### src/rtl/rpa_pkg.sv
// Package for the slot pool allocator: sizes, request and status codes, queue entry type.
// No dependencies.
`timescale 1ns / 1ps
package rpa_pkg;
    localparam int POOL_SLOTS   = 16;
    localparam int MAX_SESSIONS = 64;
    localparam logic [31:0] TIMEOUT_RESET = 32'd1000000;

    localparam logic [2:0] REQ_OPEN    = 3'd0;
    localparam logic [2:0] REQ_ACQUIRE = 3'd1;
    localparam logic [2:0] REQ_RELEASE = 3'd2;
    localparam logic [2:0] REQ_DESTROY = 3'd3;
    localparam logic [2:0] REQ_RECLAIM = 3'd4;

    localparam logic [1:0] ST_OK        = 2'd0;
    localparam logic [1:0] ST_EXHAUSTED = 2'd1;
    localparam logic [1:0] ST_NOT_FOUND = 2'd2;
    localparam logic [1:0] ST_UNBOUND   = 2'd3;

    // classified request handed from front to back
    typedef struct packed {
        logic        valid_type;
        logic [2:0]  req_type;
        logic [5:0]  session_num;
        logic [63:0] now_time;
    } req_t;
endpackage

### src/rtl/rpa_req_queue.sv
// Short request queue between the front and the back of the allocator.
// Depends on rpa_pkg.
`timescale 1ns / 1ps
module rpa_req_queue (
    input  logic           aclk,
    input  logic           aresetn,
    input  logic           wr_valid,
    output logic           wr_ready,
    input  rpa_pkg::req_t  wr_data,
    output logic           rd_valid,
    input  logic           rd_ready,
    output rpa_pkg::req_t  rd_data
);
    rpa_pkg::req_t q_reg [2];
    logic wp_reg, rp_reg;
    logic [1:0] cnt_reg;

    assign wr_ready = (cnt_reg != 2'd2);
    assign rd_valid = (cnt_reg != 2'd0);
    assign rd_data  = q_reg[rp_reg];

    always_ff @(posedge aclk) begin
        if (wr_valid && wr_ready) begin
            q_reg[wp_reg] <= wr_data;
        end
        if (!aresetn) begin
            wp_reg  <= 1'b0;
            rp_reg  <= 1'b0;
            cnt_reg <= 2'd0;
        end else begin
            if (wr_valid && wr_ready) wp_reg <= ~wp_reg;
            if (rd_valid && rd_ready) rp_reg <= ~rp_reg;
            cnt_reg <= cnt_reg + {1'b0, wr_valid && wr_ready} - {1'b0, rd_valid && rd_ready};
        end
    end
endmodule

### src/rtl/rpa_front.sv
// Front end: accepts requests, flags unknown request types, feeds the queue.
// Depends on rpa_pkg.
`timescale 1ns / 1ps
module rpa_front (
    input  logic [2:0]    req_type,
    input  logic [5:0]    session_num,
    input  logic [63:0]   now_time,
    output rpa_pkg::req_t req
);
    always_comb begin
        req.req_type    = req_type;
        req.session_num = session_num;
        req.now_time    = now_time;
        req.valid_type  = (req_type inside {rpa_pkg::REQ_OPEN, rpa_pkg::REQ_ACQUIRE,
                           rpa_pkg::REQ_RELEASE, rpa_pkg::REQ_DESTROY,
                           rpa_pkg::REQ_RECLAIM});
    end
endmodule

### src/rtl/rpa_back.sv
// Back end: pool state, session table memory with clearing pass, and a sequencer that
// runs one request, reading the table for each slot, then checking it. Depends on rpa_pkg.
`timescale 1ns / 1ps
module rpa_back #(
    parameter int POOL_SLOTS   = rpa_pkg::POOL_SLOTS,
    parameter int MAX_SESSIONS = rpa_pkg::MAX_SESSIONS
) (
    input  logic          aclk,
    input  logic          aresetn,
    input  logic [31:0]   idle_timeout,
    input  logic          req_valid,
    output logic          req_ready,
    input  rpa_pkg::req_t req,
    output logic          res_valid,
    input  logic          res_ready,
    output logic [1:0]    res_status,
    output logic          res_slot_valid,
    output logic [3:0]    res_slot_num,
    output logic [4:0]    res_reclaimed
);
    localparam int SW = (POOL_SLOTS > 1) ? $clog2(POOL_SLOTS) : 1;
    localparam int CW = $clog2(POOL_SLOTS + 1);
    localparam int AW = (MAX_SESSIONS > 1) ? $clog2(MAX_SESSIONS) : 1;

    typedef enum logic [2:0] {
        S_CLEAR, S_IDLE, S_SCAN_RD, S_SCAN_CHK, S_LOOK, S_EXEC, S_OUT
    } state_t;
    state_t state_reg;

    // one session table entry
    typedef struct packed {
        logic          exists;
        logic          bound_v;
        logic [SW-1:0] slot;
    } sess_t;

    logic [SW-1:0] free_list_reg [POOL_SLOTS];
    logic [SW-1:0] head_reg;
    logic [CW-1:0] count_reg;
    logic          own_v_reg [POOL_SLOTS];
    logic [5:0]    own_reg   [POOL_SLOTS];
    logic [63:0]   stamp_reg [POOL_SLOTS];

    sess_t         sess_mem [MAX_SESSIONS];
    sess_t         sess_rd_reg;
    logic          sess_we;
    logic [AW-1:0] sess_waddr;
    sess_t         sess_wdata;
    logic [AW-1:0] sess_raddr;
    logic [AW-1:0] clr_reg;

    rpa_pkg::req_t cur_reg;
    logic [SW-1:0] scan_reg;
    logic [4:0]    rec_reg;
    logic [1:0]    status_reg;
    logic          sv_reg;
    logic [3:0]    snum_reg;
    logic [63:0]   age;
    logic          known;
    logic          s_in_range;
    logic [5:0]    s;
    logic [31:0]   tail_sum;
    logic [SW-1:0] tail;
    logic [SW-1:0] head_next;
    logic [SW-1:0] head_slot;
    logic [5:0]    scan_owner;
    logic          trig;
    logic          owner_live;

    assign s          = cur_reg.session_num;
    assign s_in_range = (32'(s) < MAX_SESSIONS);
    assign known      = s_in_range && sess_rd_reg.exists;
    assign tail_sum   = 32'(head_reg) + 32'(count_reg);
    assign tail       = SW'((tail_sum >= POOL_SLOTS) ? tail_sum - POOL_SLOTS : tail_sum);
    assign head_next  = (32'(head_reg) == POOL_SLOTS - 1) ? '0 : head_reg + SW'(1);
    assign head_slot  = free_list_reg[head_reg];
    assign age        = cur_reg.now_time - stamp_reg[scan_reg];
    assign scan_owner = own_reg[scan_reg];
    assign trig       = own_v_reg[scan_reg] && (age > {32'd0, idle_timeout});
    // table data in S_SCAN_CHK belongs to the owner of the slot under scan
    assign owner_live = (32'(scan_owner) < MAX_SESSIONS) && sess_rd_reg.exists
                        && sess_rd_reg.bound_v;

    assign req_ready      = (state_reg == S_IDLE);
    assign res_valid      = (state_reg == S_OUT);
    assign res_status     = status_reg;
    assign res_slot_valid = sv_reg;
    assign res_slot_num   = snum_reg;
    assign res_reclaimed  = rec_reg;

    // session table read address: data arrives the cycle after
    always_comb begin
        case (state_reg)
            S_IDLE:    sess_raddr = AW'(req.session_num);
            S_SCAN_RD: sess_raddr = AW'(scan_owner);
            default:   sess_raddr = AW'(s);
        endcase
    end

    // session table write port
    always_comb begin
        sess_we    = 1'b0;
        sess_waddr = AW'(s);
        sess_wdata = '0;
        case (state_reg)
            S_CLEAR: begin
                sess_we    = 1'b1;
                sess_waddr = clr_reg;
            end
            S_SCAN_CHK: begin
                if (trig && owner_live) begin
                    sess_we           = 1'b1;
                    sess_waddr        = AW'(scan_owner);
                    sess_wdata.exists = 1'b1;
                end
            end
            S_EXEC: begin
                case (cur_reg.req_type)
                    rpa_pkg::REQ_OPEN: begin
                        if (s_in_range && !sess_rd_reg.exists) begin
                            sess_we           = 1'b1;
                            sess_wdata.exists = 1'b1;
                        end
                    end
                    rpa_pkg::REQ_ACQUIRE: begin
                        if (count_reg != '0 && known) begin
                            sess_we            = 1'b1;
                            sess_wdata.exists  = 1'b1;
                            sess_wdata.bound_v = 1'b1;
                            sess_wdata.slot    = head_slot;
                        end
                    end
                    rpa_pkg::REQ_RELEASE: begin
                        if (known && sess_rd_reg.bound_v) begin
                            sess_we           = 1'b1;
                            sess_wdata.exists = 1'b1;
                        end
                    end
                    rpa_pkg::REQ_DESTROY: begin
                        if (known) sess_we = 1'b1;
                    end
                    default: begin
                    end
                endcase
            end
            default: begin
            end
        endcase
    end

    always_ff @(posedge aclk) begin
        if (sess_we) sess_mem[sess_waddr] <= sess_wdata;
        sess_rd_reg <= sess_mem[sess_raddr];
    end

    always_ff @(posedge aclk) begin
        if (!aresetn) begin
            state_reg <= S_CLEAR;
            clr_reg   <= '0;
            head_reg  <= '0;
            count_reg <= CW'(POOL_SLOTS);
            for (int i = 0; i < POOL_SLOTS; i++) begin
                free_list_reg[i] <= SW'(i);
                own_v_reg[i]     <= 1'b0;
                own_reg[i]       <= '0;
                stamp_reg[i]     <= '0;
            end
            scan_reg <= '0;
            rec_reg  <= '0;
        end else begin
            case (state_reg)
                S_CLEAR: begin
                    clr_reg <= clr_reg + AW'(1);
                    if (32'(clr_reg) == MAX_SESSIONS - 1) state_reg <= S_IDLE;
                end
                S_IDLE: begin
                    if (req_valid) begin
                        cur_reg    <= req;
                        scan_reg   <= '0;
                        rec_reg    <= '0;
                        status_reg <= rpa_pkg::ST_OK;
                        sv_reg     <= 1'b0;
                        snum_reg   <= '0;
                        if (req.valid_type && (req.req_type == rpa_pkg::REQ_RECLAIM ||
                            (req.req_type == rpa_pkg::REQ_ACQUIRE && count_reg == '0)))
                            state_reg <= S_SCAN_RD;
                        else if (req.valid_type)
                            state_reg <= S_EXEC;
                        else
                            state_reg <= S_OUT;
                    end
                end
                S_SCAN_RD: begin
                    state_reg <= S_SCAN_CHK;
                end
                S_SCAN_CHK: begin
                    // a trigger counts a reclaim and releases the owner's current slot if the owner is bound
                    if (trig) begin
                        if (rec_reg != 5'd31) rec_reg <= rec_reg + 5'd1;
                        if (owner_live) begin
                            own_v_reg[sess_rd_reg.slot] <= 1'b0;
                            own_reg[sess_rd_reg.slot]   <= '0;
                            stamp_reg[sess_rd_reg.slot] <= '0;
                            if (count_reg < CW'(POOL_SLOTS)) begin
                                free_list_reg[tail] <= sess_rd_reg.slot;
                                count_reg <= count_reg + CW'(1);
                            end
                        end
                    end
                    if (32'(scan_reg) == POOL_SLOTS - 1) begin
                        state_reg <= (cur_reg.req_type == rpa_pkg::REQ_ACQUIRE) ? S_LOOK : S_OUT;
                    end else begin
                        scan_reg  <= scan_reg + SW'(1);
                        state_reg <= S_SCAN_RD;
                    end
                end
                S_LOOK: begin
                    state_reg <= S_EXEC;
                end
                S_EXEC: begin
                    state_reg <= S_OUT;
                    case (cur_reg.req_type)
                        rpa_pkg::REQ_ACQUIRE: begin
                            if (count_reg == '0) begin
                                status_reg <= rpa_pkg::ST_EXHAUSTED;
                            end else if (!known) begin
                                // pop then push back: list rotates by one
                                status_reg <= rpa_pkg::ST_NOT_FOUND;
                                head_reg <= head_next;
                                free_list_reg[tail] <= head_slot;
                            end else begin
                                head_reg  <= head_next;
                                count_reg <= count_reg - CW'(1);
                                own_v_reg[head_slot] <= 1'b1;
                                own_reg[head_slot]   <= s;
                                stamp_reg[head_slot] <= cur_reg.now_time;
                                sv_reg   <= 1'b1;
                                snum_reg <= 4'(head_slot);
                            end
                        end
                        rpa_pkg::REQ_RELEASE, rpa_pkg::REQ_DESTROY: begin
                            if (!known) begin
                                status_reg <= rpa_pkg::ST_NOT_FOUND;
                            end else if (!sess_rd_reg.bound_v &&
                                         cur_reg.req_type == rpa_pkg::REQ_RELEASE) begin
                                status_reg <= rpa_pkg::ST_UNBOUND;
                            end else if (sess_rd_reg.bound_v) begin
                                own_v_reg[sess_rd_reg.slot] <= 1'b0;
                                own_reg[sess_rd_reg.slot]   <= '0;
                                stamp_reg[sess_rd_reg.slot] <= '0;
                                if (count_reg < CW'(POOL_SLOTS)) begin
                                    free_list_reg[tail] <= sess_rd_reg.slot;
                                    count_reg <= count_reg + CW'(1);
                                end
                            end
                        end
                        default: begin
                        end
                    endcase
                end
                S_OUT: begin
                    if (res_ready) state_reg <= S_IDLE;
                end
                default: state_reg <= S_IDLE;
            endcase
        end
    end
endmodule

### src/rtl/resource_pool_allocator_idle_reclaim_top.sv
// Channel   Dir  Payload
// s_axis    in   tdata: req_type[2:0], session_num[8:3], now_time[72:9]
// m_axis    out  tdata: status[1:0], slot_valid[2], slot_num[6:3], reclaimed_count[11:7]
// apb       in   idle_timeout at address 0
// Open, release, destroy and acquire with a free slot: run in S_EXEC, result in S_OUT.
// Reclaim scans every slot in turn (table read, then check) before its result;
// acquire on an empty list runs that scan, then a table lookup, then S_EXEC.
// Reset is synchronous; all slots free after it, then a clearing pass over the session
// table before the first request reaches the sequencer. A stalled result holds the
// sequencer; the two-entry queue keeps taking requests until it is full.
// Depends on rpa_pkg, rpa_front, rpa_req_queue, rpa_back.
`timescale 1ns / 1ps
module resource_pool_allocator_idle_reclaim_top #(
    parameter int POOL_SLOTS   = rpa_pkg::POOL_SLOTS,
    parameter int MAX_SESSIONS = rpa_pkg::MAX_SESSIONS
) (
    input  logic        aclk,
    input  logic        aresetn,
    input  logic        s_axis_tvalid,
    output logic        s_axis_tready,
    input  logic [79:0] s_axis_tdata,   // req_type, session_num, now_time
    output logic        m_axis_tvalid,
    input  logic        m_axis_tready,
    output logic [15:0] m_axis_tdata,   // status, slot_valid, slot_num, reclaimed_count
    input  logic        psel,
    input  logic        penable,
    input  logic        pwrite,
    input  logic [0:0]  paddr,
    input  logic [31:0] pwdata,
    output logic [31:0] prdata,
    output logic        pready
);
    logic [31:0] timeout_reg;
    rpa_pkg::req_t fr_req, q_req;
    logic q_valid, q_ready;
    logic [1:0] st;
    logic sv;
    logic [3:0] sn;
    logic [4:0] rc;

    assign pready = 1'b1;
    assign prdata = (paddr == 1'b0) ? timeout_reg : 32'd0;

    always_ff @(posedge aclk) begin
        if (!aresetn) begin
            timeout_reg <= rpa_pkg::TIMEOUT_RESET;
        end else if (psel && penable && pwrite && paddr == 1'b0) begin
            timeout_reg <= pwdata;
        end
    end

    rpa_front u_front (
        .req_type   (s_axis_tdata[2:0]),
        .session_num(s_axis_tdata[8:3]),
        .now_time   (s_axis_tdata[72:9]),
        .req        (fr_req)
    );

    rpa_req_queue u_queue (
        .aclk, .aresetn,
        .wr_valid(s_axis_tvalid), .wr_ready(s_axis_tready), .wr_data(fr_req),
        .rd_valid(q_valid), .rd_ready(q_ready), .rd_data(q_req)
    );

    rpa_back #(.POOL_SLOTS(POOL_SLOTS), .MAX_SESSIONS(MAX_SESSIONS)) u_back (
        .aclk, .aresetn,
        .idle_timeout(timeout_reg),
        .req_valid(q_valid), .req_ready(q_ready), .req(q_req),
        .res_valid(m_axis_tvalid), .res_ready(m_axis_tready),
        .res_status(st), .res_slot_valid(sv), .res_slot_num(sn), .res_reclaimed(rc)
    );

    assign m_axis_tdata = {4'd0, rc, sn, sv, st};
endmodule

### config.mk
export PLATFORM = sky130hd
export DESIGN_NAME = resource_pool_allocator_idle_reclaim_top
export DESIGN_NICKNAME = d
export VERILOG_FILES = /design/src/rtl/rpa_pkg.sv /design/src/rtl/rpa_req_queue.sv /design/src/rtl/rpa_front.sv /design/src/rtl/rpa_back.sv /design/src/rtl/resource_pool_allocator_idle_reclaim_top.sv
export SDC_FILE = /design/constraint.sdc
export NUM_CORES = 2
export LEC_CHECK = 0
export ABC_AREA = 1
export BUFFER_PORTS_ARGS = -buffer_cell sky130_fd_sc_hd__buf_2
export CAP_MARGIN = 25
export CORE_MARGIN = 1
export CORE_UTILIZATION = 53
export DETAILED_ROUTE_END_ITERATION = 16
export PLACE_DENSITY = 0.78
export RECOVER_POWER = 25
export REMOVE_ABC_BUFFERS = 1
export SYNTH_ARGS = -nofsm -noshare
export SYNTH_HDL_FRONTEND = slang
export SYNTH_SLANG_ARGS = --single-unit
### constraint.sdc
create_clock -name aclk -period 7.7 [get_ports aclk]
set_input_delay 1.155 -clock aclk [delete_from_list [all_inputs] [get_ports aclk]]
set_output_delay 1.155 -clock aclk [all_outputs]
set_load 0.01 [all_outputs]
==> flow_summary.toml <==
[status]
status = "finished, violations left"
failed_checks = "max-capacitance violations, max-slew violations"

[placed_design]
gpl.final_weighted_congestion = 0.995
dpl.cell_count = 10500
dpl_worst_slack_ns = 0.0320
buffer_ports.inserted = 158
hpwl_um = 156000

[worst_setup_path]
setup_slack_of_the_most_critical_reg_to_reg_path_ns = 0.15
worst-endpoint-required_ns = 8.25
rr_worst_depth = 30
timing_worst_setup_path_type = "reg2reg"
worstPathMaxFanout = 129
worst_path_most_repeated_cell = "sky130_fd_sc_hd__nand2_1"
timing.critical_path.to_type = "flip-flop"
critical_path_arrival_ns = 8.11
critPathSlowestCell = "sky130_fd_sc_hd__nor2_1"
r2r_end = "u_back.sess_mem[0][0]"
worstSetupStartpointType = "flip-flop"
timing.critical_path.slowest_cell_delay_ns = 0.78

[sta]
finalMaxSlewViolations = 824
post-route-min-period_ns = 7.55
setup_violations = 0
fmax_mhz = 132
pnr_worst_setup_slack_ns = 0.147
worst_pin_slew_ns = 4.50
grt_setup_unrepaired = "yes"
fin_worst_skew_ns = 0.0920
slew_headroom_pct = -200
min_period_over_period_pct = 98.1
timing_hold_violations_final = 0

[clocking]
worst_setup_hold_path_clk_slew_ns = 0.06
cts_tree = "done"
clk_root_buffer_cell = "sky130_fd_sc_hd__clkbuf_16"
cts_sink_cnt = 1890
max-clock-path-buffers = 3
clk-insertion-delay-late_ns = 0.89
cts.htree.levels = 4
cts_buffers = 189

[hold_path]
min_path_type = "in2reg"
worstHoldPathCells = 1
holdCritStartpoint = "s_axis_tdata[9]"
min_to = "u_queue.q_reg[0][0]"

[floorplanning]
fp.coreArea_um2 = 163000
die_h_um = 408
row_count = 148
die_w_um = 408
pin_count = 171
design.die.area_um2 = 167000
starting_utilization_of_the_core_area_pct = 53.6

[drt]
first_iter_violations = 10100
drt-wirelength-per-cell_um = 24.5
antenna_left = 0
via_per_inst = 6.17
routed-via-count = 66900
remaining_drc_errors = 0
first_pass_iters = 6
finalWirelength_um = 266000

[global_route]
globalRouteOverflowTotal = 0
antenna_found_initial = 21
via_count_of_the_first_global_routing_pass = 63500
grt_max_degree = 130
grt_use_total_pct = 30.5
grt_first_pass_wirelength_um = 385000

[synth]
post-synth-top-area-cell = "sky130_fd_sc_hd__edfxtp_1"
post_synth_num_cell_types = 58
ys_dominant_reg_cell = "sky130_fd_sc_hd__edfxtp_1"
number_of_enable_type_register_cells_in_the_synthesized_netlist = 1796
ys_top_cells_by_area = "sky130_fd_sc_hd__edfxtp_1, sky130_fd_sc_hd__nor2_1, sky130_fd_sc_hd__nand2_1, sky130_fd_sc_hd__o21ai_0, sky130_fd_sc_hd__inv_1"
yosys_synthesis_warning_count = 0
postSynthRegisterBits = 1890
synth_top_area_share_pct = 61.6
syn_area_per_cell_um2 = 10.3
yosysSeqAreaShare_pct = 63.8
mappedNetlistArea_um2 = 87500
mapped_cells = 8471
async_flop_share_pct = 0

[power]
cellLeakagePower_nw = 38.1
irDropWorstVdd_mv = 0.292
power_density_cells_nw_per_um2 = 220

[layout]
post_route_cells_drive_above_1_share_pct = 12.0
fin_nets = 8735
flow.area_growth_from_synthesis_pct = 12.3
largest_register_ffs = 1024
fin_cells = 10800
fillerInstances = 12600

[flow_run]
max_cap_viol_count = 15
timing repair:
| action | in CTS | in global routing |
|---|---|---|
| cloned | 0 | 7 |
| setup endpoints to repair | 2 | 1971 |
| pin swaps | 1 | 5 |
| setup buffers | 0 | 29 |
| hold buffers | 0 | 0 |
| gates resized for setup | 0 | 114 |
how the worst max path moves through the flow:
| stage | startpoint | end | slack (ns) | cells after the start |
|---|---|---|---|---|
| after floorplan | flip-flop | u_back.known | -20.33 | 16 |
| after global placement | flip-flop | u_back.sess_mem[56][1] | 0.18 | 37 |
| after detailed placement | flip-flop | u_back.stamp_reg[7][1] | 0.03 | 40 |
| after CTS | flip-flop | u_back.stamp_reg[7][54] | 0.04 | 40 |
| after global routing | flip-flop | u_back.sess_mem[2][2] | -0.08 | 41 |
| final | flip-flop | u_back.sess_mem[0][0] | 0.15 | 30 |
logic make-up (layout without fill, tap and decap cells):
logic type | count (synthesis) | count (layout) | synth area share [%]
AOI/OAI and AO/OA | 1506 | 1506 | 10.5
xor gates and xnor gates | 37 | 37 | 0.370
adders and majority gates | 112 | 112 | 1.62
buffers and inverters | 1162 | 1346 | 5.55
DFF | 1890 | 1890 | 63.8
muxes | 19 | 19 | 0.217
other | 2 | 11 | 0.00858
and+or+nand+nor | 3743 | 3748 | 17.9
report_power, final:
part | internal [mW] | leakage (nW) | switching (mW)
clock | 5.26 | 3.03 | 4.06
sequential | 11.5 | 18.9 | 0.0753
combinational | 0.203 | 16.2 | 0.572
total | 17.0 | 38.1 | 4.71
cell type report:
| class | instances | area (um^2) | share of cell area (%) |
|---|---|---|---|
| clock buffers | 252 | 5090 | 5.18 |
| diodes | 6 | 15.0 | 0.0153 |
| well taps | 2175 | 2720 | 2.77 |
| multi-input cells | 5427 | 27600 | 28.1 |
| inverters | 602 | 2290 | 2.33 |
| clock inverters | 99 | 1200 | 1.22 |
| flip-flops and latches | 1890 | 55800 | 56.8 |
| repair buffers | 393 | 3530 | 3.59 |
cell usage in the layout, fill, tap and decap left out, types with 148 or more instances in the layout:
master                      netlist  layout
sky130_fd_sc_hd__nor2_1        1928    1874
sky130_fd_sc_hd__edfxtp_1      1796    1796
sky130_fd_sc_hd__nand2_1       1109    1089
sky130_fd_sc_hd__o21ai_0        743     742
sky130_fd_sc_hd__inv_1          580     579
sky130_fd_sc_hd__nand3_1        273     264
sky130_fd_sc_hd__nor2_2         241     259
sky130_fd_sc_hd__o211ai_1       250     250
sky130_fd_sc_hd__o221ai_1       213     212
sky130_fd_sc_hd__clkbuf_16        0     191
sky130_fd_sc_hd__clkbuf_1       436     148
worst max-delay path: cells and delay by family (launching register included):
family / cells / cell delay [ns]
fa+ha+maj: 1 / 0.46
buf+inv: 7 / 1.75
simple gates: 18 / 3.33
flops: 1 / 0.55
compound gates: 4 / 1.00
synthesized netlist by cell type, types with 97 or more instances:
| cell | instances |
|---|---|
| sky130_fd_sc_hd__a21oi_1 | 144 |
| sky130_fd_sc_hd__o22ai_1 | 119 |
| sky130_fd_sc_hd__o211ai_1 | 250 |
| sky130_fd_sc_hd__inv_1 | 580 |
| sky130_fd_sc_hd__nand3_1 | 273 |
| sky130_fd_sc_hd__clkbuf_1 | 436 |
| sky130_fd_sc_hd__edfxtp_1 | 1796 |
| sky130_fd_sc_hd__o21ai_0 | 743 |
| sky130_fd_sc_hd__nand2_1 | 1109 |
| sky130_fd_sc_hd__o221ai_1 | 213 |
| sky130_fd_sc_hd__or2_2 | 97 |
| sky130_fd_sc_hd__nor2_2 | 241 |
| sky130_fd_sc_hd__nor2_1 | 1928 |
| sky130_fd_sc_hd__ha_1 | 110 |
layer usage:
| metal | track usage (%) | part of all wire (%) | vias up |
|---|---|---|---|
| met4 | 17.4 | 6.0 | 26 |
| li1 | - | - | 29300 |
| met3 | 6.76 | 13 | 880 |
| met5 | 0 | 0.057 | - |
| met1 | 39.4 | 36 | 31800 |
| met2 | 47.7 | 46 | 4869 |
through the flow:
step | TNS (ns) | total power, mW | util (%) | hold slack [ns] | area, um^2
4_1_cts | 0 | 21.6 | 59.8 | 0.428 | 97600
5_1_grt | -3.21 | 22.1 | 60.1 | 0.451 | 98200
2_1_floorplan | - | 12.2 | - | 0.425 | 84900
3_5_place_dp | 0 | 12.5 | 55.9 | 0.440 | 91300
6_report | 0 | 21.7 | 60.2 | 0.455 | 98300
3_3_place_gp | 0 | 12.5 | 55.9 | 0.424 | 91300
Power figures use the tool's default switching activity.
